$ cat src/rtl/core/rts_pkg.sv
// Shared constants and types of the record time sorter.
`timescale 1ns / 1ps

package rts_pkg;

    localparam int MAX_RECORDS = 64;
    localparam int IDX_W       = $clog2(MAX_RECORDS);
    localparam int CNT_W       = $clog2(MAX_RECORDS + 1);
    localparam int ARRIVAL_W   = 6;
    localparam int TIME_W      = 32;
    localparam int SUB_W       = 16;
    localparam int KEY_W       = 46;
    localparam int KEY_SCALE   = 10000;
    localparam int QUEUE_DEPTH = 2;

    // One request passed from the front part to the back part.
    typedef struct packed {
        logic [TIME_W-1:0] rec_time;
        logic [SUB_W-1:0]  sub;
        logic [KEY_W-1:0]  key;
        logic              write;
        logic              last;
        logic              unsorted;
        logic              overflow;
        logic              reorder;
    } item_t;

    // One stored record.
    typedef struct packed {
        logic [KEY_W-1:0]  key;
        logic [SUB_W-1:0]  sub;
        logic [TIME_W-1:0] rec_time;
    } rec_t;

    // One result request.
    typedef struct packed {
        logic [TIME_W-1:0]    rec_time;
        logic [SUB_W-1:0]     sub;
        logic [ARRIVAL_W-1:0] idx;
        logic                 unsorted;
        logic                 overflow;
        logic                 last;
    } result_t;

endpackage

$ cat src/rtl/core/rts_front.sv
// Front part: accepts records, runs the monotonic time check and builds the sort key.
`timescale 1ns / 1ps

module rts_front
(
    input  logic                          clk,
    input  logic                          rst_n,
    input  logic                          push,
    output logic                          full,
    input  logic [rts_pkg::TIME_W-1:0]    record_time,
    input  logic [rts_pkg::SUB_W-1:0]     sub_counter,
    input  logic                          last_record,
    input  logic                          cfg_write,
    input  logic                          cfg_data,
    input  logic                          q_full,
    output logic                          q_push,
    output rts_pkg::item_t                q_item
);

    logic                          correct_enable_reg;
    logic [rts_pkg::CNT_W-1:0]     count_reg;
    logic [rts_pkg::TIME_W-1:0]    prev_time_reg;
    logic                          unsorted_reg;
    logic                          overflow_reg;

    logic                          accept;
    logic                          store;
    logic                          unsorted_next;
    logic                          overflow_next;

    assign full   = q_full;
    assign accept = push && !q_full;
    assign q_push = accept;
    assign store  = count_reg < rts_pkg::CNT_W'(rts_pkg::MAX_RECORDS);

    always_comb
    begin
        unsorted_next = unsorted_reg;
        overflow_next = overflow_reg;
        if (store)
        begin
            if (count_reg != '0 && record_time != '0 && prev_time_reg > record_time)
            begin
                unsorted_next = 1'b1;
            end
        end
        else
        begin
            overflow_next = 1'b1;
        end
    end

    always_comb
    begin
        q_item.rec_time = record_time;
        q_item.sub      = sub_counter;
        q_item.key      = rts_pkg::KEY_W'(record_time) * rts_pkg::KEY_W'(rts_pkg::KEY_SCALE)
                          + rts_pkg::KEY_W'(sub_counter);
        q_item.write    = store;
        q_item.last     = last_record;
        q_item.unsorted = unsorted_next;
        q_item.overflow = overflow_next;
        q_item.reorder  = unsorted_next && correct_enable_reg;
    end

    always_ff @(posedge clk or negedge rst_n)
    begin
        if (!rst_n)
        begin
            correct_enable_reg <= 1'b1;
            count_reg          <= '0;
            prev_time_reg      <= '0;
            unsorted_reg       <= 1'b0;
            overflow_reg       <= 1'b0;
        end
        else
        begin
            if (cfg_write)
            begin
                correct_enable_reg <= cfg_data;
            end
            if (accept)
            begin
                if (last_record)
                begin
                    count_reg     <= '0;
                    prev_time_reg <= '0;
                    unsorted_reg  <= 1'b0;
                    overflow_reg  <= 1'b0;
                end
                else
                begin
                    unsorted_reg <= unsorted_next;
                    overflow_reg <= overflow_next;
                    if (store)
                    begin
                        count_reg <= count_reg + 1'b1;
                        if (count_reg == '0 || record_time != '0)
                        begin
                            prev_time_reg <= record_time;
                        end
                    end
                end
            end
        end
    end

endmodule

$ cat config.mk
export PLATFORM = sky130hd
export DESIGN_NAME = rts_front
export DESIGN_NICKNAME = d
export VERILOG_FILES = /design/src/rtl/core/rts_pkg.sv /design/src/rtl/core/rts_front.sv
export SDC_FILE = /design/constraint.sdc
export NUM_CORES = 1
export LEC_CHECK = 0
export BUFFER_PORTS_ARGS = -buffer_cell sky130_fd_sc_hd__buf_4
export CORE_ASPECT_RATIO = 1.2
export CORE_MARGIN = 8
export CORE_UTILIZATION = 60
export CTS_CLUSTER_SIZE = 24
export DETAILED_ROUTE_END_ITERATION = 8
export PLACE_DENSITY = 0.84
export SKIP_CTS_REPAIR_TIMING = 1
export SLEW_MARGIN = 30
export SYNTH_ARGS = -nofsm -noshare
export SYNTH_HDL_FRONTEND = slang
export SYNTH_SLANG_ARGS = --single-unit
$ cat constraint.sdc
create_clock -name clk -period 8 [get_ports clk]
set_clock_uncertainty 0.2 [all_clocks]
set_input_delay 0.8 -clock clk [delete_from_list [all_inputs] [get_ports clk]]
set_output_delay 0.8 -clock clk [all_outputs]
set_load 0.005 [all_outputs]
Word level (Yosys, flattened, before mapping) --
Cells that the tools add are included.
Word-level totals: memories 0, word-level logic and storage cells 33, bits in registers 42, bits in read-only memories 0, bits in latches 0, RAM bits 0, bits of input ports 55
Cells by class: div/mod/pow operators 0, order comparisons 2, multiplexer cells 10, add/subtract/negate cells 2, reductions and logical operators 13, equal/unequal tests 0, shift operators 0, $mul 1, bitwise logic cells 0
Operators by type and width (count):
- $mux W32 | 3
- $add A46 B16 Y46 | 1
- $mul A32 B10 Y42 const B | 1
- $gt A32 B32 Y1 | 1
- $reduce_bool A32 Y1 | 1
- $mux W7 | 2
- $add A7 B1 Y7 const B | 1
- $logic_not A7 Y1 | 1
- $lt A7 B7 Y1 const B | 1
- $reduce_bool A7 Y1 | 1
- $mux W1 | 5
- $logic_and A1 B1 Y1 | 4
- $reduce_bool A2 Y1 | 2
- $reduce_and A3 Y1 | 1
- $reduce_and A2 Y1 | 1
- $logic_not A1 Y1 | 1
- $logic_or A1 B1 Y1 | 1

Depth between registers and ports, before layout --
Gate-level depths: netlist of run 1.
word-level depth 6, mapped depth 26, mapped depth without buffers 26

Least setup slack after synthesis of run 1 --
Ideal clock, no wire load.
path type input port to output port, start point input record_time[4] (netlist bit), end point output q_item[50] (netlist bit), slack 924 ps, stages on the path 26, required time 7000 ps, data arrival time 6076 ps, path buffers 0, cell sequence inv_1 fa_1 inv_1 ha_1 inv_1 fa_1 inv_1 ha_1 inv_1 fa_1 inv_1 ha_1 o211ai_1 a21o_1 nand2_1 xor2_1 ha_1 nand3_1 nor2_1 a311oi_1 a21boi_0 and4_4 and3_1 and4_4 nand4_1 xnor2_1
RTL lines:
- start: declaration | line rts_front.sv:10 | input logic [rts_pkg::TIME_W-1:0] record_time,
- end: declaration | line rts_front.sv:17 | output rts_pkg::item_t q_item

==> summary.md, run 1 <==
| Metric | Value |
|---|---|
| Status | completed |
| TritonCTS Buffers | 5 |
| Cell Chain, Critical Path | buf_4 > inv_1 > fa_1 > inv_1 > ha_1 > inv_1 > fa_1 > inv_1 > ha_1 > inv_1 > fa_1 > inv_1 > ha_1 > nor3_1 > nor2_1 > a21boi_1 > or4_4 > a31oi_2 > nand4_1 > inv_1 > and4b_1 > nand4_1 > xnor2_1 > buf_4 |
| DP Area | 11000 µm² |
| Pleak | 6.01 nW |
| Drt via density | 5.59 |
| Overall global routing resource usage | 0.227 |
| Initial core utilization | 0.609 |
| Core Area | 16700 µm² |
| WP data required | 7.00 ns |
| Largest family of logic cells by synthesized area | adder cells |
| Startpoint Class | primary input |
| Design Power | 5.16 mW |
| Multi-input logic area | 7720 µm² |
| Commonest cells in the netlist | 234 x inv_1, 180 x ha_1, 86 x nand2_1 |
| Worst slew pin tran | 0.678 ns |
| Sequential Area | 1050 µm² |
| Final std cells w/o fill | 1498 |
| Worst Hold Class | in2async |
| Vias in the first global route | 8625 |
| Placed instance count | 1490 |
| DRT Wirelength | 24100 µm |
| First-pass GRT wire length | 41200 µm |
| Crit-path slowest cell | fa_1 |
| Post-synth EDFFs | 0 |
| DRT iter0 DRCs | 555 |
| Post-synth top area cell | ha_1 |
| Leading register cell type out of synthesis | dfrtp_1 |
| Slew HR | 0.542 |
| Worst EP arrival | 6.64 ns |
| PD cells | 462 nW/µm² |
| Final #Nets | 1600 |
| Post-layout util | 0.669 |
| CP Max Fanout | 7 |
| Antenna cells | 0 |
| Post-Synth XOR/XNOR Area | 0.0578 |
| CTS Buffer Depth | 2 |
| Most frequent cell after synthesis | inv_1 |
| Seq/Total Area, Yosys | 0.103 |
| Largest register FFs | 32 |
| Initial antenna violation count | 0 |
| RSZ-0062 raised after global routing | true |
| I/O pins | 156 |
| CP bufs+invs | 9 |
| Maxcap violations | 0 |
| Worst VDD drop | 0.525 mV |
| Syn Area/Cell | 8.38 µm² |
| Reg2Reg Setup Slack | 5.20 ns |
| Root Driver | clkbuf_16 |
| Final setup margin | 0.363 ns |
| Skew-Pair Late Insertion Delay | 0.29 ns |
| Syn Nets | 1534 |
| Min Tclk post-route | 7.64 ns |
| Sinks on the clock net | 42 |
| Layout cells sized above 1 | 0.151 |
| Largest net degree at the start of global routing | 65 |
| Max Transition Viols Final | 0 |
| Die width | 135 µm |
| Simple-gate area share of the yosys netlist | 0.138 |
| Die span in y | 159 µm |
| Die footprint | 21400 µm² |
| Residual DRC | 0 |
| Final worst-path cycle share | 0.955 |
| Post-Syn Area | 10200 µm² |
| DP HPWL | 20300 µm |
| Synth Area in Adders | 0.386 |
| Post-synth top area share | 0.221 |
| DR WL/cell | 16.1 µm |
| Routed Antenna Nets | 0 |
| Area delta synth->final | 9.84% |
| Cells taking the most area after synthesis | ha_1 22%, fa_1 17%, dfrtp_1 10% |
| Unique cell type count in the Yosys netlist | 79 |
| YS warnings | 0 |
| Critical path class | in2out |
| Placer Congestion | 0.945 |
| CTS tree | done |
| CTS H-tree depth | 2 |
| Setup-failing EPs final | 0 |
| Hold Vio Cnt, Final | 0 |
| Post-Synthesis Cells | 1215 |
| Crit. End Element | output pin |
| CP peak stage delay | 0.56 ns |
| Synth async-reset ratio | 1.00 |
| Port bufs | 143 |
| Mux cell area share after synthesis | 0.00430 |
| Dpl ws | 0.363 ns |
| Fillers | 1346 |
| Fmax achieved | 131 MHz |
| Vias | 8367 |
| Clock-pin slew on the worst setup and hold paths | 0.06 ns |
| Fin area | 11200 µm² |
| Crit path max-delay family | adder cells |
| Number of synthesized register bits | 42 |
| Crit-path most repeated cell | inv_1 |
| Pre-antenna DRT Iters | 5 |
| Row count | 52 |
| Total global routing overflow | 0 |
| Compound-Gate Fraction of Synth Area | 0.170 |
==> final timing paths <==
check / to / cells after the start / from
max: q_item[45] / 24 / record_time[4]
min: prev_time_reg[0]$_DFFE_PN0P_ / 1 / rst_n
max reg2reg: unsorted_reg$_DFFE_PN0P_ / 11 / prev_time_reg[1]$_DFFE_PN0P_
min reg2reg: prev_time_reg[25]$_DFFE_PN0P_ / 2 / prev_time_reg[25]$_DFFE_PN0P_
max in group asynchronous: correct_enable_reg$_DFFE_PN1P_ / 1 / rst_n
min in group clk: prev_time_reg[25]$_DFFE_PN0P_ / 2 / prev_time_reg[25]$_DFFE_PN0P_
==> metal layers <==
metal | share of wire | up-vias | global-route usage
met5 | 0 | - | 0
met4 | 0.022 | 0 | 0.0650
met3 | 0.036 | 38 | 0.0230
met2 | 0.50 | 166 | 0.391
met1 | 0.44 | 4005 | 0.291
li1 | - | 4158 | -
==> worst register-to-register path: stages, from the launching register on <==
cell      delay (ns)
dfrtp_1         0.39
ha_1            0.30
nor2b_1         0.14
o21a_1          0.17
o21a_1          0.16
o21a_1          0.16
o21a_1          0.16
o21ai_0         0.21
a21o_1          0.15
a21oi_1         0.06
o31ai_1         0.40
a211oi_1        0.16
==> layout by cell type (no fill, tap or decap), drive strengths merged, types with 17 or more instances in the layout <==
cell type / netlist / routed
inv: 234 / 234
ha: 180 / 180
buf: 64 / 147
nand2: 86 / 86
fa: 84 / 84
a21oi: 53 / 53
nor2: 47 / 47
xnor2: 42 / 42
o21ai: 42 / 42
dfrtp: 41 / 41
a21o: 36 / 36
o31ai: 35 / 35
nand4: 27 / 27
xor2: 23 / 23
nand3: 20 / 20
nor3: 17 / 17
==> stage by stage <==
| step | hold WS (ns) | setup TNS (ns) |
|---|---|---|
| 3_5_place_dp | 0.272 | 0 |
| 4_1_cts | 0.286 | 0 |
| 6_report | 0.285 | 0 |
| 3_3_place_gp | 0.265 | 0 |
| 5_1_grt | 0.309 | -0.123 |
| 2_1_floorplan | 0.249 | 0 |
==> report_power, final <==
| part | total [mW] | switching, mW | internal, mW |
|---|---|---|---|
| Combinational | 4.68 | 2.59 | 2.09 |
| Clock | 0.232 | 0.0846 | 0.148 |
| Sequential | 0.256 | 0.0176 | 0.239 |
==> layout make-up <==
class                   instances  share of cell area
clock buffers                   7              0.0119
clock inverters                 1             0.00268
inverters                     234              0.0785
multi-input cells             851               0.690
flip-flops and latches         42              0.0941
well taps                     216              0.0242
repair buffers                147              0.0987
==> kinds of logic (layout without fill, tap and decap cells) <==
family | Yosys count | after routing
buffers and inverters | 322 | 389
AND/OR/NAND/NOR | 269 | 269
adder cells (fa/ha/maj) | 264 | 264
AO/OA/AOI/OAI | 249 | 249
XOR/XNOR | 65 | 65
flip-flops | 42 | 42
multiplexers | 4 | 4
Note: power is estimated with default switching activity, not from simulation.
==> run 2, diff against run 1 <==
RECOVER_POWER = 50   (was not set)
==> run 2 against run 1 <==
The run now ends with max-capacitance violations, max-slew violations left. Sequential share of layout area is essentially flat. First-iteration DRC count up 11%. Die area is the same. Critical path type unchanged.
==> summary.md, run 2 (same netlist as run 1, synthesis figures left out) <==
| Metric | Value |
|---|---|
| Port bufs | 143 |
| DR WL/cell | 16.1 µm |
| Core Area | 16700 µm² |
| Pleak | 5.98 nW |
| CTS tree | done |
| Drt via density | 5.62 |
| Fillers | 1351 |
| Worst EP arrival | 6.65 ns |
| Worst VDD drop | 0.524 mV |
| Skew-Pair Late Insertion Delay | 0.29 ns |
| Placer Congestion | 0.945 |
| Overall global routing resource usage | 0.227 |
| Met3 routed WL | 889 µm |
| Post-layout util | 0.667 |
| Worst slew pin tran | 2.24 ns |
| Residual DRC | 0 |
| Startpoint Class | primary input |
| Crit-path most repeated cell | inv_1 |
| Die width | 135 µm |
| DRT iter0 DRCs | 616 |
| Vias in the first global route | 8625 |
| PD cells | 463 nW/µm² |
| Total global routing overflow | 0 |
| First-pass GRT wire length | 41200 µm |
| Cell Chain, Critical Path | buf_4 > inv_1 > fa_1 > inv_1 > ha_1 > inv_1 > fa_1 > inv_1 > ha_1 > inv_1 > fa_1 > inv_1 > ha_1 > nor3_1 > nor2_1 > a21boi_1 > or4_4 > a31oi_2 > nand4_1 > inv_1 > and4b_1 > nand4_1 > xnor2_1 > buf_4 |
| Slew HR | -0.493 |
| Maxcap violations | 2 |
| Routed Antenna Nets | 0 |
| Largest register FFs | 32 |
| Metal2 WL | 12100 µm |
| Critical R2R Launch | prev_time_reg[1]$_DFFE_PN0P_ |
| Largest net degree at the start of global routing | 65 |
| Crit path from | record_time[4] |
| Clock-pin slew on the worst setup and hold paths | 0.06 ns |
| Hold depth | 2 |
| Pre-antenna DRT Iters | 6 |
| Vias | 8420 |
| Cell depth of the worst setup path | 24 |
| Crit. End Element | output pin |
| I/O pins | 156 |
| Fmax achieved | 131 MHz |
| Final #Nets | 1600 |
| CP bufs+invs | 9 |
| Row count | 52 |
| Initial antenna violation count | 0 |
| Failing checks | max-capacitance violations, max-slew violations |
| Crit path max-delay family | adder cells |
| Final worst-path cycle share | 0.956 |
| Setup-failing EPs final | 0 |
| Max Transition Viols Final | 82 |
| Post-Route Setup TNS | 0 ns |
| Uppermost routed layer | met4 |
| Most frequent cells in the layout | 234 x inv_1, 180 x ha_1, 116 x buf_4 |
| RSZ-0062 raised after global routing | true |
| Commonest non-fill, non-tap cell in the layout | inv_1 |
| TritonCTS Buffers | 5 |
| Min Tclk post-route | 7.65 ns |
| CP Max Fanout | 7 |
| Critical path class | in2out |
| Die span in y | 159 µm |
| Reg2Reg Setup Slack | 5.19 ns |
| Status | finished, violations left |
| Reg2reg end | unsorted_reg$_DFFE_PN0P_ |
| Critical Path Sink | q_item[45] |
| CTS H-tree depth | 2 |
| CP peak stage delay | 0.56 ns |
| Sinks on the clock net | 42 |
| Hold Vio Cnt, Final | 0 |
| DRT Wirelength | 24100 µm |
| Antenna cells | 0 |
| R2R cell count | 11 |
| Crit-path slowest cell | fa_1 |
| DP HPWL | 20300 µm |
| Root Driver | clkbuf_16 |
| Area delta synth->final | 9.58% |
| WP data required | 7.00 ns |
| Worst Hold Class | reg2reg |
| Initial core utilization | 0.609 |
| Post-Route M1 WL | 10500 µm |
| Layout cells sized above 1 | 0.145 |
| CTS Buffer Depth | 2 |
| Die footprint | 21400 µm² |
run 2: stage by stage:
step	hold slack (ns)	cell area (µm²)	setup slack (ns)	cells	total power, mW
global placement	0.265	11000	0.463	1490	4.82
global route	0.309	11200	-0.0581	1498	5.69
finish	0.285	11200	0.354	1498	5.17
detailed placement	0.272	11000	0.363	1490	4.88
floorplan	0.249	10200	0.924	1215	3.47
CTS	0.286	11200	0.331	1498	5.15
run 2: worst min-delay path by stage:
stage | startpoint | slack (ns) | endpoint
2_1_floorplan | prev_time_reg[0]$_DFFE_PN0P_ | 0.25 | prev_time_reg[0]$_DFFE_PN0P_
3_3_place_gp | prev_time_reg[27]$_DFFE_PN0P_ | 0.26 | prev_time_reg[27]$_DFFE_PN0P_
3_5_place_dp | prev_time_reg[12]$_DFFE_PN0P_ | 0.27 | prev_time_reg[12]$_DFFE_PN0P_
4_1_cts | prev_time_reg[12]$_DFFE_PN0P_ | 0.29 | prev_time_reg[12]$_DFFE_PN0P_
5_1_grt | prev_time_reg[31]$_DFFE_PN0P_ | 0.31 | prev_time_reg[31]$_DFFE_PN0P_
6_report | prev_time_reg[25]$_DFFE_PN0P_ | 0.28 | prev_time_reg[25]$_DFFE_PN0P_
run 2: final cells by class:
cell class | count | area [µm²] | share of cell area
clock buffer | 7 | 133 | 0.0119
inverter | 234 | 878 | 0.0787
tap | 216 | 270 | 0.0242
multi-input combinational | 851 | 7720 | 0.692
timing repair buffer | 147 | 1080 | 0.0965
sequential | 42 | 1050 | 0.0943
clock inverter | 1 | 30.0 | 0.00269
run 2: worst register-to-register path: cells and delay by family, from the launching register on:
| family | cells | cell delay [ns] |
|---|---|---|
| adder cells (fa/ha/maj) | 1 | 0.30 |
| AND/OR/NAND/NOR | 1 | 0.14 |
| AO/OA/AOI/OAI | 9 | 1.65 |
| flip-flops | 1 | 0.39 |
run 2: metal layers:
metal / vias up / GRT usage
li1: 4158 / -
met1: 4034 / 0.291
met2: 188 / 0.391
met3: 40 / 0.0230
met4: 0 / 0.0650
met5: - / 0
run 2: power by group:
part / internal, mW / total, mW / switching, mW
Combinational: 2.08 / 4.68 / 2.60
Clock: 0.148 / 0.232 / 0.0845
Sequential: 0.239 / 0.256 / 0.0175
Total: 2.47 / 5.17 / 2.70
==> run 3, diff against run 2 <==
--- a/config.mk
+++ b/config.mk
@@ -6,5 +6,4 @@
 export NUM_CORES = 1
 export LEC_CHECK = 0
-export BUFFER_PORTS_ARGS = -buffer_cell sky130_fd_sc_hd__buf_4
 export CORE_ASPECT_RATIO = 1.2
 export CORE_MARGIN = 8
@@ -12,5 +11,6 @@
 export CTS_CLUSTER_SIZE = 24
 export DETAILED_ROUTE_END_ITERATION = 8
-export PLACE_DENSITY = 0.84
+export DONT_BUFFER_PORTS = 1
+export PLACE_DENSITY = 0.76
 export RECOVER_POWER = 50
 export SKIP_CTS_REPAIR_TIMING = 1
==> constraint.sdc (replaced) <==
create_clock -name clk -period 8 [get_ports clk]
set_clock_uncertainty 0.2 [all_clocks]
set_input_delay 0.8 -clock clk [delete_from_list [all_inputs] [get_ports clk]]
set_output_delay 0.8 -clock clk [all_outputs]
set_load 0.1 [all_outputs]
==> run 3 against run 2 <==
The flow still finishes with violations (max-capacitance violations, max-slew violations). Critical path depth shrank 3. Worst setup slack gained 0.0086 ns. Via count shrank 4.6%. Worst hold slack lost 0.14 ns. Critical endpoint is now q_item[49]. Clock-buffer cell count shrank 1.
==> summary.md, run 3 (same netlist as run 1, synthesis figures left out) <==
| Metric | Value |
|---|---|
| Reg2Reg Setup Slack | 5.12 ns |
| Hold Vio Cnt, Final | 0 |
| Layout cells sized above 1 | 0.116 |
| Crit-path most repeated cell | inv_1 |
| Crit path from | record_time[9] |
| Worst Hold Class | in2async |
| Routed Antenna Nets | 0 |
| TritonCTS Buffers | 5 |
| Cell Chain, Critical Path | inv_1 > fa_1 > inv_1 > ha_1 > fa_1 > ha_1 > inv_1 > fa_1 > inv_1 > ha_2 > nand3_1 > or4_1 > a21oi_1 > or2_2 > xor2_4 > nand4b_4 > nor4_4 > and4b_1 > nand4_1 > xnor2_2 > buf_12 |
| CTS Buffer Depth | 2 |
| First-pass GRT wire length | 40100 µm |
| Sequential Area | 1050 µm² |
| Antenna cells | 0 |
| Critical path class | in2out |
| Overall global routing resource usage | 0.223 |
| Pre-antenna DRT Iters | 5 |
| Maxcap violations | 2 |
| Vias in the first global route | 8267 |
| Initial antenna violation count | 0 |
| Most frequent cells in the layout | 233 x inv_1, 179 x ha_1, 85 x nand2_1 |
| CP peak stage delay | 0.58 ns |
| Reg2reg end | unsorted_reg$_DFFE_PN0P_ |
| I/O pins | 156 |
| Die span in y | 159 µm |
| Sinks on the clock net | 42 |
| Dpl ws | 0.267 ns |
| Worst EP arrival | 6.64 ns |
| Initial core utilization | 0.609 |
| Largest register FFs | 32 |
| Hold WS | 0.148 ns |
| DR WL/cell | 16.6 µm |
| Fmax achieved | 131 MHz |
| Failing checks | max-capacitance violations, max-slew violations |
| Total global routing overflow | 0 |
| Final std cells w/o fill | 1401 |
| Worst slew pin tran | 2.22 ns |
| Setup-failing EPs final | 0 |
| CP Max Fanout | 11 |
| Skew-Pair Late Insertion Delay | 0.29 ns |
| Vias | 8032 |
| Max Transition Viols Final | 44 |
| RSZ-0062 raised after global routing | false |
| Core Area | 16700 µm² |
| Commonest non-fill, non-tap cell in the layout | inv_1 |
| WP data required | 7.00 ns |
| Crit-path slowest cell | or4_1 |
| Placed instance count | 1392 |
| Critical R2R Launch | prev_time_reg[1]$_DFFE_PN0P_ |
| Placer Congestion | 0.951 |
| Status | finished, violations left |
| Crit. End Element | output pin |
| DP HPWL | 19700 µm |
| Slew HR | -0.482 |
| Fillers | 1376 |
| Largest net degree at the start of global routing | 65 |
| Port bufs | 0 |
| R2R cell count | 11 |
| Final #Nets | 1503 |
| Residual DRC | 0 |
| Row count | 52 |
| Area delta synth->final | 7.43% |
| Final worst-path cycle share | 0.955 |
| Clock-pin slew on the worst setup and hold paths | 0.06 ns |
| CTS H-tree depth | 2 |
| Die width | 135 µm |
| CTS tree | done |
| Die footprint | 21400 µm² |
| Min Tclk post-route | 7.64 ns |
| Startpoint Class | primary input |
| DRT Wirelength | 23300 µm |
| DRT iter0 DRCs | 456 |
| Drt via density | 5.73 |
| Multi-input logic area | 8050 µm² |
| Final setup margin | 0.362 ns |
| Root Driver | clkbuf_16 |
| Post-Route Setup TNS | 0 ns |
==> run 3: cell count changes in the layout (fill, tap and decap cells not counted), sizes merged <==
cell / before / now
buf: 116 / 49
clkbuf: 38 / 7
bufinv: 1 / 0
clkinv: 0 / 1
clkinvlp: 0 / 1
==> run 3: how the worst max path moves through the flow <==
stage / end / cells after the start / slack (ns)
floorplan: q_item[23] / 25 / 0.01
global placement: q_item[50] / 21 / 0.31
detailed placement: q_item[50] / 27 / 0.27
CTS: q_item[50] / 27 / 0.22
global route: q_item[49] / 21 / 0.03
finish: q_item[49] / 21 / 0.36
==> run 3: stage by stage <==
step / utilization / instance area, µm²
final: 0.654 / 10900
after global routing: 0.654 / 10900
after CTS: 0.654 / 10900
after detailed placement: 0.645 / 10800
after global placement: 0.641 / 10700
after floorplan: - / 10300
==> run 3: critical path: cells and delay by family <==
family	cells	cell delay, ns
fa+ha+maj	6	2.57
simple gates	7	2.05
buf+inv	5	0.49
xor+xnor	2	0.48
compound gates	1	0.23
==> run 3: metal layers <==
| layer | vias to the layer above | routed length, µm | track usage |
|---|---|---|---|
| met2 | 187 | 11500 | 0.380 |
| met3 | 42 | 879 | 0.0215 |
| met1 | 3852 | 10300 | 0.286 |
| li1 | 3951 | - | - |
| met5 | - | 0 | 0 |
| met4 | 0 | 649 | 0.0798 |
==> run 3: layout make-up <==
type | count | share of cell area
multi-input combinational | 851 | 0.736
timing repair buffer | 50 | 0.0488
sequential | 42 | 0.0962
clock buffer | 6 | 0.0127
clock inverter | 2 | 0.00114
tap | 216 | 0.0247
inverter | 234 | 0.0803
Power of run 3 is not shown: default switching activity piles up to over one toggle a cycle in this logic, so the estimate is an artifact.
