<file path="config.mk">
export PLATFORM = sky130hd
export DESIGN_NAME = rts_queue
export DESIGN_NICKNAME = d
export VERILOG_FILES = /design/src/rtl/core/rts_pkg.sv /design/src/rtl/core/rts_queue.sv
export SDC_FILE = /design/constraint.sdc
export NUM_CORES = 1
export LEC_CHECK = 0
export BUFFER_PORTS_ARGS = -buffer_cell sky130_fd_sc_hd__clkbuf_2
export CORE_MARGIN = 10
export CORE_UTILIZATION = 30
export CTS_CLUSTER_DIAMETER = 150
export DETAILED_ROUTE_END_ITERATION = 10
export HOLD_SLACK_MARGIN = 0.05
export PLACE_DENSITY = 0.52
export SLEW_MARGIN = 20
export SYNTH_ARGS = -nofsm -noshare
export SYNTH_HDL_FRONTEND = slang
export SYNTH_SLANG_ARGS = --single-unit
</file>
<file path="constraint.sdc">
create_clock -name clk -period 7.3 [get_ports clk]
set_input_delay 0.365 -clock clk [delete_from_list [all_inputs] [get_ports clk]]
set_output_delay 0.365 -clock clk [all_outputs]
set_load 0.01 [all_outputs]
</file>
<file path="src/rtl/core/rts_pkg.sv">
// Shared constants and types of the record time sorter.
`timescale 1ns / 1ps

package rts_pkg;

    localparam int MAX_RECORDS = 64;
    localparam int IDX_W       = $clog2(MAX_RECORDS);
    localparam int CNT_W       = $clog2(MAX_RECORDS + 1);
    localparam int ARRIVAL_W   = 6;
    localparam int TIME_W      = 32;
    localparam int SUB_W       = 16;
    localparam int KEY_W       = 46;
    localparam int KEY_SCALE   = 10000;
    localparam int QUEUE_DEPTH = 2;

    // One request passed from the front part to the back part.
    typedef struct packed {
        logic [TIME_W-1:0] rec_time;
        logic [SUB_W-1:0]  sub;
        logic [KEY_W-1:0]  key;
        logic              write;
        logic              last;
        logic              unsorted;
        logic              overflow;
        logic              reorder;
    } item_t;

    // One stored record.
    typedef struct packed {
        logic [KEY_W-1:0]  key;
        logic [SUB_W-1:0]  sub;
        logic [TIME_W-1:0] rec_time;
    } rec_t;

    // One result request.
    typedef struct packed {
        logic [TIME_W-1:0]    rec_time;
        logic [SUB_W-1:0]     sub;
        logic [ARRIVAL_W-1:0] idx;
        logic                 unsorted;
        logic                 overflow;
        logic                 last;
    } result_t;

endpackage

</file>
<file path="src/rtl/core/rts_queue.sv">
// Short queue between the front and back parts.
`timescale 1ns / 1ps

module rts_queue
(
    input  logic            clk,
    input  logic            rst_n,
    input  logic            push,
    input  rts_pkg::item_t  item_in,
    output logic            full,
    input  logic            pop,
    output logic            valid,
    output rts_pkg::item_t  item_out
);

    localparam int PTR_W = $clog2(rts_pkg::QUEUE_DEPTH);
    localparam int QCNT_W = $clog2(rts_pkg::QUEUE_DEPTH + 1);

    rts_pkg::item_t      slot_reg [rts_pkg::QUEUE_DEPTH];
    logic [PTR_W-1:0]    wr_ptr_reg;
    logic [PTR_W-1:0]    rd_ptr_reg;
    logic [QCNT_W-1:0]   fill_reg;

    logic                do_push;
    logic                do_pop;

    assign full     = fill_reg == QCNT_W'(rts_pkg::QUEUE_DEPTH);
    assign valid    = fill_reg != '0;
    assign item_out = slot_reg[rd_ptr_reg];
    assign do_push  = push && !full;
    assign do_pop   = pop && valid;

    always_ff @(posedge clk)
    begin
        if (do_push)
        begin
            slot_reg[wr_ptr_reg] <= item_in;
        end
    end

    always_ff @(posedge clk or negedge rst_n)
    begin
        if (!rst_n)
        begin
            wr_ptr_reg <= '0;
            rd_ptr_reg <= '0;
            fill_reg   <= '0;
        end
        else
        begin
            if (do_push)
            begin
                wr_ptr_reg <= wr_ptr_reg + 1'b1;
            end
            if (do_pop)
            begin
                rd_ptr_reg <= rd_ptr_reg + 1'b1;
            end
            if (do_push && !do_pop)
            begin
                fill_reg <= fill_reg + 1'b1;
            end
            else if (do_pop && !do_push)
            begin
                fill_reg <= fill_reg - 1'b1;
            end
        end
    end

endmodule

</file>
---- After elaboration in Yosys (flattened, before gate mapping) ----
Memories as Yosys holds them, arrays and structs flattened.
Index checks and enable logic that the tools add are counted.
storage, ports and cells
  memories kept ........................... 1
  word-level logic and storage cells ...... 22
  memory bits (writable) .................. 198
  bits in registers ....................... 4
  output and inout bits ................... 101
operators by class
  equality and inequality tests ........... 1
  reductions and logical operators ........ 9
  $add $sub $neg .......................... 4
  multiplexer cells ....................... 4
memories
  memory    words  bits a word  rd ports  clocked after memory_dff  wr ports  RTL line         text
  slot_reg  2      99           1         0                         1         rts_queue.sv:19  rts_pkg::item_t slot_reg [rts_pkg::QUEUE_DEPTH];
operator list
  operator                                          count
  logical AND 1 bit                                 4
  2-to-1 mux 2 bit                                  2
  nonzero test 2 bit                                2
  zero test 1 bit                                   3
  adder 1 bit, second input constant                2
  adder 2 x 1 -> 2 bit, second input constant       1
  == test 2 bit, second input constant              1
  2-to-1 mux 1 bit                                  2
  subtractor 2 x 1 -> 2 bit, second input constant  1

---- Longest topological paths before layout ----
Gate-level depths: netlist of the first run.
  depth after elaboration ................. 7
  mapped depth ............................ 7
  gate-level depth less buffers ........... 7

---- Least setup slack after synthesis of the first run ----
OpenSTA, ideal clock, no wires.
  path kind ............................... reg-to-reg
  from .................................... reg fill_reg[0]
  to ...................................... mem slot_reg[0][0] (netlist bit) (enable)
  stages on the path, launching flop included .. 4
  buffers on the path ..................... 0
  setup slack ............................. 1.998 ns
  arrival ................................. 4.745 ns
  period minus slack after synthesis ...... 5.302 ns
  cells stage by stage .................... dfrtp_1 > nand2b_1 > nand2_1 > nor2_1
on the way
  word-level cells in the longest chain between the ends .. 5
RTL lines
  item                                    RTL line         text
  start, declared                         rts_queue.sv:22  logic [QCNT_W-1:0] fill_reg;
  start signal, assigned                  rts_queue.sv:61  fill_reg <= fill_reg + 1'b1;
  start signal, assigned                  rts_queue.sv:65  fill_reg <= fill_reg - 1'b1;
  == test 2 bit                           rts_queue.sv:27  assign full = fill_reg == QCNT_W'(rts_pkg::QUEUE_DEPTH);
  zero test 1 bit                         rts_queue.sv:30  assign do_push = push && !full;
  logical AND 1 bit                       rts_queue.sv:30
  2-to-1 mux 1 bit                        rts_queue.sv:35  if (do_push)
  2-to-1 mux 1 bit (not written as such)  rts_queue.sv:37  slot_reg[wr_ptr_reg] <= item_in;
  end, declared                           rts_queue.sv:19
No other way between the ends.

==> qor.yml, run 1 <==
p_leak_nw: 4.30
worst_setup_slack_after_layout_ns: 4.09
fin_worst_skew_ns: 0.00559
yosysMostFrequentCell: "sky130_fd_sc_hd__edfxtp_1"
avgSynthCellArea_um2: 24.0
worst_hold_path_type: "input pin to register"
shortest_clock_period_the_worst_path_allows_after_layout_ns: 3.21
synth_enable_flop_cells: 198
drc_errors: 0
clock_path_buffers: 3
place_congestion: 0.686
run_status: "completed"
cp-startpoint: "rd_ptr_reg$_DFFE_PN0P_"
hold_viol_final: 0
dp_worst_setup_slack_ns: 4.41
synth_cells: 327
clock_sinks: 202
globalRoute.busiestLayer: "met2"
synth.largest_area_cell: "sky130_fd_sc_hd__edfxtp_1"
timing_max_transition_violations_final: 0
maximum_number_of_pins_on_one_net_before_global_route_repair: 60
drive_above_1_share_pct: 53.2
cts.clk_slew.worst_paths_ns: 0.06
detail_route.wl_per_cell_um: 16.8
dieHeight_um: 182
ys_async_rst_share_pct: 1.98
post_synth_most_frequent_cells: "sky130_fd_sc_hd__edfxtp_1, sky130_fd_sc_hd__mux2_4, sky130_fd_sc_hd__buf_12, sky130_fd_sc_hd__dfrtp_1, sky130_fd_sc_hd__xnor2_1"
synthesis.area_um2: 7840
number_of_antenna_violations_at_the_first_check_in_global_routing: 1
areaGrowthSynthToFinish_pct: 35.4
grt_pass1_vias: 4636
timing.fmax_mhz: 312
vias: 4051
final_cells: 977
worstPathMaxFanout: 42
cts_setup_buffers: 0
dp_cells: 858
synth-seq-cells: 202
rows: 59
ys_top_cells_by_area: "sky130_fd_sc_hd__edfxtp_1, sky130_fd_sc_hd__mux2_4, sky130_fd_sc_hd__buf_12"
count_of_cells_resized_by_post_cts_repair: 0
nets: 731
first_iter_violations: 164
ctsRootBufferMaster: "sky130_fd_sc_hd__clkbuf_16"
drtPass1Iterations: 4
setup-violations-final: 0
gr-total-overflow: 0
ys_dominant_reg_cell: "sky130_fd_sc_hd__edfxtp_1"
r2r_setup_slk_ns: 4.98
groute.usage.overall_pct: 9.52
place.detailed.hpwl_um: 11400
critPathLaunchType: "register"
r2r_start: "fill_reg[0]$_DFFE_PN0P_"
die_x_um: 182
critical_path_rt_ns: 6.93
slew-limit-headroom_pct: 46.1
yosys_warnings: 0
share_of_the_clock_period_used_by_the_worst_path_pct: 44.0
grt.met1_usage_pct: 10.7
latest_clock_arrival_within_the_worst_skew_pair_ns: 0.49
cellPowerDensity_nw_per_um2: 381
groute.layer.met2.usage_pct: 16.4
ys_types: 15
hp-start: "item_in[25]"
fillerInstances: 2358
grt_use_met3_pct: 3.60
clock_tree_from_tritoncts: "done"
detail_route.vias_per_cell: 4.15
rsz_0062_raised_after_global_routing: "false"
setup_tns_ns: 0
numCtsBuffers: 22
net_count_synth: 431
largest_reg_flops: 198
initial_core_util_pct: 30.3
io_buffers: 203
power_mw: 4.05
ctsHoldBuffers: 76
maxCapViolations: 0
timing_worst_setup_path_type: "register to output pin"
die_area_um2: 33000
route.final.wire_length_um: 16400
grt_pass1_wl_um: 25500
worst_ep_arrival_time_ns: 2.84
end_kind: "output pin"
worst_ir_drop_vdd_uv: 205
h-tree-depth: 1
route.antenna.remaining_nets: 0
timing_worst_slew_pin_value_ns: 0.809
proportion_of_synthesized_chip_area_in_sequential_cells_pct: 77.1
floorplan.core_area_um2: 25900
synth.top_cell.area_share_pct: 75.8
io-pin-count: 204
==> per-layer routing <==
| layer | vias up | part of all wire (%) |
|---|---|---|
| met5 | - | 0 |
| met4 | 0 | 1.9 |
| met3 | 32 | 8.6 |
| met2 | 138 | 50 |
| met1 | 1986 | 40 |
| li1 | 1895 | - |
==> final cells by class <==
type / instances / area, µm² / area share (%)
Inverter: 2 / 7.51 / 0.0707
Clock inverter: 12 / 103 / 0.966
Timing Repair Buffer: 287 / 1860 / 17.5
Antenna cell: 1 / 2.50 / 0.0236
Clock buffer: 26 / 587 / 5.52
Multi-Input combinational cell: 112 / 1590 / 15.0
Sequential cell: 202 / 6050 / 56.9
Tap cell: 335 / 419 / 3.95
==> placed cells by master, fill, tap and decap left out, types with 2 or more instances in the layout <==
master / count
sky130_fd_sc_hd__clkinv_1: 6
sky130_fd_sc_hd__inv_1: 2
sky130_fd_sc_hd__clkinv_2: 4
sky130_fd_sc_hd__buf_4: 4
sky130_fd_sc_hd__clkbuf_2: 203
sky130_fd_sc_hd__mux2_4: 99
sky130_fd_sc_hd__dfrtp_1: 3
sky130_fd_sc_hd__clkbuf_1: 3
sky130_fd_sc_hd__xnor2_1: 3
sky130_fd_sc_hd__bufinv_16: 2
sky130_fd_sc_hd__xor2_1: 2
sky130_fd_sc_hd__edfxtp_1: 198
sky130_fd_sc_hd__clkbuf_16: 23
sky130_fd_sc_hd__dlygate4sd3_1: 79
==> metrics by stage <==
step / util, % / instance area, µm² / hold slack, ns
6_report: 41.0 / 10600 / 0.0746
2_1_floorplan: - / 7840 / 0.0694
4_1_cts: 40.8 / 10600 / 0.0501
3_3_place_gp: 35.2 / 9110 / 0.172
5_1_grt: 41.0 / 10600 / 0.0508
3_5_place_dp: 35.2 / 9110 / 0.182
==> worst max-delay path, cell delays in order (launching register included) <==
cell and delay [ns]:
sky130_fd_sc_hd__dfrtp_4 0.94, sky130_fd_sc_hd__buf_4 0.54, sky130_fd_sc_hd__buf_16 0.30, sky130_fd_sc_hd__mux2_4 0.35, sky130_fd_sc_hd__clkbuf_2 0.13
==> final timing paths <==
path	depth (start not counted)	to
max in group asynchronous	2	rd_ptr_reg$_DFFE_PN0P_
min in group asynchronous	2	rd_ptr_reg$_DFFE_PN0P_
setup / recovery	4	item_out[0]
setup reg to reg	3	slot_reg[1][55]$_DFFE_PP_
hold / removal	1	slot_reg[0][25]$_DFFE_PP_
hold reg to reg	1	fill_reg[1]$_DFFE_PN0P_
==> logic make-up (layout without fill, tap and decap cells) <==
family,after synthesis,after routing,share of synthesized area [%]
buffers and inverters,13,327,2.79
xor gates and xnor gates,5,5,0.558
muxes,99,99,19.0
adders and majority gates,1,1,0.159
and+or+nand+nor,7,7,0.463
other,0,1,0
DFF,202,202,77.1
==> report_power, final <==
group          switching, mW  total (mW)  leakage, nW  internal (mW)
combinational          0.611        1.28         2.08          0.667
sequential             0.130        1.72         1.88           1.59
clock                  0.411        1.05        0.340          0.638
Power figures use the tool's default switching activity.
==> run 2, diff against run 1 <==
clock period = 3.1 ns   (was 7.3 ns; I/O delays follow)
==> run 2 against run 1 <==
Sequential share of layout area is 1.4 points lower. Cell count is 3.0% higher. Worst hold slack better by 0.30 ns. Combinational power is 140% higher. Clock skew is 0.016 ns higher. Worst setup slack worse by 3.4 ns. First-iteration DRC count is 18% higher. Global-route usage is 0.42 points higher. Cell area is 2.6% higher. Utilization is 1.1 points higher. Count of clock-buffer cells in the layout is 3 higher. Routed wire length is 4.6% higher. Critical endpoint is now item_out[3].
==> qor.yml, run 2 (synthesized netlist as in run 1, its figures left out) <==
detail_route.vias_per_cell: 4.13  # -0.34%
fin_worst_skew_ns: 0.0214  # +0.0158 ns
timing_max_transition_violations_final: 0  # unchanged
layout.area.seq_um2: 6050  # unchanged
r2r_start: "fill_reg[0]$_DFFE_PN0P_"
hp-start: "item_in[81]"
share_of_the_clock_period_used_by_the_worst_path_pct: 79.3
grt_pass1_wl_um: 26500  # +4.2%
power_frac_seq_pct: 42.1  # -0.4 points
io_buffers: 203  # unchanged
maxCapViolations: 0  # unchanged
cellInternalPower_mw: 6.82  # +140%
setup-violations-final: 0  # unchanged
most_common_cell_after_layout_fill_and_taps_aside: "sky130_fd_sc_hd__clkbuf_2"
slew-limit-headroom_pct: 42.5  # -3.6 points
dp_cells: 861  # +0.35%
place.detailed.hpwl_um: 11500  # +1.3%
clock_tree_from_tritoncts: "done"
power_frac_clock_pct: 25.7  # -0.2 points
ctsRootBufferMaster: "sky130_fd_sc_hd__clkbuf_16"
multi_input_comb_area_um2: 1590  # unchanged
final.hold.worst_slack_ns: 0.378  # +0.304 ns
run_status: "completed"
timing.fmax_mhz: 407
nets: 758  # +3.7%
final_cells: 1006  # +3.0%
min_delay_worst_endpoint: "slot_reg[0][81]$_DFFE_PP_"
initial_core_util_pct: 30.3  # unchanged
detail_route.wl_per_cell_um: 17.0  # +1.6%
antenna_cells: 0  # -1
route.antenna.remaining_nets: 0  # unchanged
hold_viol_final: 0  # unchanged
regToRegEndpoint: "slot_reg[1][10]$_DFFE_PP_"
worst_hold_path_type: "input pin to register"
switchingPower_mw: 2.80  # +140%
shortest_clock_period_the_worst_path_allows_after_layout_ns: 2.46
worst_ir_drop_vdd_uv: 519  # +150%
critPathLaunchType: "register"
die_x_um: 182  # unchanged
power_mw: 9.62  # +140%
groute.usage.overall_pct: 9.94  # +0.42 points
most-common-layout-cells: "sky130_fd_sc_hd__clkbuf_2, sky130_fd_sc_hd__edfxtp_1, sky130_fd_sc_hd__dlygate4sd3_1"
setup_tns_ns: 0  # unchanged
maximum_number_of_pins_on_one_net_before_global_route_repair: 78  # +30%
gr-total-overflow: 0  # unchanged
hold_depth: 2  # +1
worstPathMaxFanout: 40  # -4.8%
worst_ep_arrival_time_ns: 2.30  # -0.54 ns
floorplan.core_area_um2: 25900  # unchanged
rsz_0062_raised_after_global_routing: "false"
sw_frac_of_total_pct: 29.1  # +0.69 points
cts.clk_slew.worst_paths_ns: 0.06  # about the same
largest_reg_flops: 198  # unchanged
die_area_um2: 33000  # unchanged
p_leak_nw: 4.42  # +2.8%
drive_above_1_share_pct: 51.7  # -1.5 points
grt.met1_usage_pct: 10.9  # +0.26 points
place_congestion: 0.702  # +2.3%
io-pin-count: 204  # unchanged
dieHeight_um: 182  # unchanged
clock_path_buffers: 3  # unchanged
drtPass1Iterations: 6  # +2
fillerInstances: 2309  # -2.1%
end_kind: "output pin"
clock_sinks: 202  # unchanged
number_of_antenna_violations_at_the_first_check_in_global_routing: 0  # -1
finish.instance_area_um2: 10900  # +2.6%
numCtsBuffers: 23  # +4.5%
worstRegToRegCells: 3  # unchanged
latest_clock_arrival_within_the_worst_skew_pair_ns: 0.50  # about the same
rows: 59  # unchanged
areaGrowthSynthToFinish_pct: 39.0
vias: 4157  # +2.6%
power_frac_comb_pct: 32.2  # +0.6 points
timing_worst_setup_path_type: "register to output pin"
critical_path_rt_ns: 2.94  # -3.99 ns
timing_worst_slew_pin_value_ns: 0.863  # +0.0544 ns
grt_pass1_vias: 4831  # +4.2%
grt_use_met3_pct: 3.70  # +0.099 points
route.final.wire_length_um: 17100  # +4.6%
drc_errors: 0  # unchanged
globalRoute.busiestLayer: "met2"
r2r_setup_slk_ns: 1.22  # -3.76 ns
postPlaceCellArea_um2: 9170  # +0.66%
groute.layer.met2.usage_pct: 17.8  # +1.3 points
cellPowerDensity_nw_per_um2: 883  # +130%
h-tree-depth: 1  # unchanged
first_iter_violations: 194  # +18%
cts_setup_buffers: 0  # unchanged
[run 2: worst max path at each step]
stage	cells after the start	slack, ns	endpoint	startpoint
after floorplan	3	0.56	slot_reg[0][0]$_DFFE_PP_	fill_reg[0]$_DFFE_PN0P_
after global routing	3	0.52	item_out[3]	rd_ptr_reg$_DFFE_PN0P_
after CTS	3	0.57	item_out[12]	rd_ptr_reg$_DFFE_PN0P_
after detailed placement	3	1.12	item_out[12]	rd_ptr_reg$_DFFE_PN0P_
final	3	0.64	item_out[3]	rd_ptr_reg$_DFFE_PN0P_
after global placement	3	1.14	item_out[10]	rd_ptr_reg$_DFFE_PN0P_
[run 2: worst max-delay path, cell delays in order, from the launching register on]
cell                       delay, ns
sky130_fd_sc_hd__dfrtp_4        0.98
sky130_fd_sc_hd__buf_4          0.36
sky130_fd_sc_hd__mux2_4         0.32
sky130_fd_sc_hd__clkbuf_2       0.13
[run 2: repair_timing]
item / 4_1_cts / 5_1_grt
hold buffers: 103 / 0
hold endpoints to repair: 204 / 0
gates resized for setup: 0 / 0
endpoints found under the setup margin: 0 / 0
[run 2: cell type report]
type / instances / area share [%]
flip-flops and latches: 202 / 55.5
clock buffers: 29 / 5.49
clock inverters: 13 / 0.884
repair buffers: 313 / 19.6
multi-input cells: 112 / 14.6
well taps: 335 / 3.85
inverters: 2 / 0.0689
[run 2: power by group through the flow]
stage	Clock [mW]	Sequential, mW	Combinational, mW
2_1_floorplan	0	3.93	2.33
3_3_place_gp	0	4.09	3.05
3_5_place_dp	0	4.12	3.08
4_1_cts	2.56	4.07	3.20
5_1_grt	2.68	4.12	3.35
6_report	2.47	4.05	3.09
[run 2: metrics by stage]
| step | util, % | setup WS (ns) |
|---|---|---|
| finish | 42.1 | 0.642 |
| global route | 42.1 | 0.516 |
| CTS | 42.1 | 0.570 |
| detailed placement | 35.4 | 1.12 |
| global placement | 35.4 | 1.14 |
| floorplan | - | 0.562 |
[run 2: per-layer routing]
layer	up-vias	share of wire (%)
met5	-	0
met4	0	1.9
met3	24	8.4
met2	145	51
met1	2042	39
li1	1946	-
==> run 3, diff against run 2 <==
PLACE_DENSITY = 0.54   (was 0.52)
clock period = 1.98 ns   (was 3.1 ns; I/O delays follow)
==> run 3 against run 2 <==
Power grew 59%. Routed wire length increased by 2.2%. Non-clock buffer count increased by 2. Register-to-register slack worse by 0.77 ns. Combinational power up 72%. Via count is 0.53% higher. Sequential cell count unchanged. Critical path type unchanged. Largest power group unchanged.
==> qor.yml, run 3 (synthesized netlist as in run 1, its figures left out) <==
run_status: "completed"
latest_clock_arrival_within_the_worst_skew_pair_ns: 0.50  # about the same
slew-limit-headroom_pct: 74.0  # +32 points
number_of_antenna_violations_at_the_first_check_in_global_routing: 0  # unchanged
dp_worst_setup_slack_ns: 0.425  # -0.698 ns
timing_max_transition_violations_final: 0  # unchanged
hold_viol_final: 0  # unchanged
antenna_cells: 0  # unchanged
most_common_cell_after_layout_fill_and_taps_aside: "sky130_fd_sc_hd__clkbuf_2"
critical_path_rt_ns: 1.88  # -1.06 ns
clock_path_buffers: 3  # unchanged
fillerInstances: 2301  # -0.35%
final_cells: 1008  # +0.20%
worst_path_largest_cell_delay_ns: 0.55  # -0.43 ns
worstPathMaxFanout: 30  # -25%
first_iter_violations: 144  # -26%
share_of_the_clock_period_used_by_the_worst_path_pct: 97.4
rows: 59  # unchanged
rsz_0062_raised_after_global_routing: "true"
io_buffers: 203  # unchanged
drtPass1Iterations: 4  # -2
end_kind: "output pin"
die_x_um: 182  # unchanged
grt_pass1_wl_um: 27000  # +1.9%
cp_cell_sequence: "buf_16 -> mux2_4 -> clkbuf_2"
p_leak_nw: 4.47  # +1.1%
clock_tree_from_tritoncts: "done"
floorplan.core_area_um2: 25900  # unchanged
worst_ep_arrival_time_ns: 1.83  # -0.47 ns
ctsRootBufferMaster: "sky130_fd_sc_hd__clkbuf_16"
detail_route.vias_per_cell: 4.15  # +0.33%
die_area_um2: 33000  # unchanged
timing.fmax_mhz: 519
fin_util_pct: 42.5  # +0.46 points
io-pin-count: 204  # unchanged
worst_ir_drop_vdd_uv: 822  # +58%
place.detailed.hpwl_um: 11300  # -2.3%
timing_worst_slew_pin_value_ns: 0.390  # -0.473 ns
groute.usage.overall_pct: 10.1  # +0.20 points
largest_reg_flops: 198  # unchanged
worst_setup_slack_after_layout_ns: 0.0516  # -0.591 ns
initial_core_util_pct: 30.3  # unchanged
clock_sinks: 202  # unchanged
grt_pass1_vias: 4818  # -0.27%
drive_above_1_share_pct: 52.2  # +0.44 points
worst_hold_path_type: "input pin to register"
dp_cells: 861  # unchanged
cts_setup_buffers: 0  # unchanged
h-tree-depth: 1  # unchanged
dieHeight_um: 182  # unchanged
vias: 4179  # +0.53%
detail_route.wl_per_cell_um: 17.4  # +2.0%
fin_worst_skew_ns: 0.0113  # -0.0101 ns
maxCapViolations: 0  # unchanged
areaGrowthSynthToFinish_pct: 40.5
cp_slowest_cell: "sky130_fd_sc_hd__dfrtp_4"
setup_tns_ns: 0  # unchanged
route.antenna.remaining_nets: 0  # unchanged
cellPowerDensity_nw_per_um2: 1390  # +57%
shortest_clock_period_the_worst_path_allows_after_layout_ns: 1.93
finish.instance_area_um2: 11000  # +1.1%
most-common-layout-cells: "sky130_fd_sc_hd__clkbuf_2, sky130_fd_sc_hd__edfxtp_1, sky130_fd_sc_hd__dlygate4sd3_1"
gr-total-overflow: 0  # unchanged
cts.clk_slew.worst_paths_ns: 0.06  # about the same
timing_worst_setup_path_type: "register to output pin"
setup-violations-final: 0  # unchanged
maximum_number_of_pins_on_one_net_before_global_route_repair: 67  # -14%
route.final.wire_length_um: 17500  # +2.2%
critPathLaunchType: "register"
nets: 760  # +0.26%
drc_errors: 0  # unchanged
place_congestion: 0.702  # unchanged
postPlaceCellArea_um2: 9230  # +0.57%
numCtsBuffers: 23  # unchanged
==> run 3: per-stage QoR <==
stage / power (mW) / hold WS, ns
4_1_cts: 15.6 / 0.286
2_1_floorplan: 9.83 / -0.197
3_5_place_dp: 11.4 / -0.0868
5_1_grt: 16.1 / 0.316
3_3_place_gp: 11.2 / -0.0901
6_report: 15.3 / 0.318
==> run 3: critical path: cells and delay by family, from the launching register on <==
| family | cells | cell delay, ns |
|---|---|---|
| flip-flops | 1 | 0.55 |
| buffers and inverters | 2 | 0.40 |
| multiplexers | 1 | 0.34 |
==> run 3: timing repair <==
action / CTS / global route
setup endpoints to repair: 56 / 20
gates resized for setup: 3 / 0
cloned: 1 / 1
hold endpoints to repair: 205 / 0
pin swaps: 0 / 0
hold buffers: 103 / 0
==> run 3: path summary, 6_finish.rpt <==
path,start,end,slack (ns),cells after the start
max,rd_ptr_reg$_DFFE_PN0P_,item_out[37],0.05,3
min,item_in[64],slot_reg[0][64]$_DFFE_PP_,0.32,2
max reg2reg,fill_reg[0]$_DFFE_PN0P_,slot_reg[0][44]$_DFFE_PP_,0.45,4
min reg2reg,fill_reg[0]$_DFFE_PN0P_,fill_reg[0]$_DFFE_PN0P_,0.54,1
max in group asynchronous,rst_n,rd_ptr_reg$_DFFE_PN0P_,1.27,3
min in group asynchronous,rst_n,fill_reg[1]$_DFFE_PN0P_,0.51,3
==> run 3: final cells by class <==
cell class                      instances  area (µm²)  area share (%)
Sequential cell                       202        6050            54.9
Clock buffer                           33         643            5.84
Tap cell                              335         419            3.80
Multi-Input combinational cell        112        1610            14.6
Inverter                                2        7.51          0.0681
Clock inverter                          9        50.0           0.454
Timing Repair Buffer                  315        2240            20.3
==> run 3: power breakdown <==
part | internal, mW | switching [mW]
Combinational | 2.72 | 2.58
Sequential | 5.85 | 0.299
Clock | 2.26 | 1.60
==> run 3: metal layers <==
| metal | vias to the layer above | track usage, % | part of all wire [%] |
|---|---|---|---|
| met4 | 0 | 2.77 | 2.2 |
| met1 | 2046 | 11.1 | 38 |
| met5 | - | 0 | 0 |
| met3 | 28 | 3.58 | 8.0 |
| li1 | 1959 | - | - |
| met2 | 146 | 18.1 | 51 |
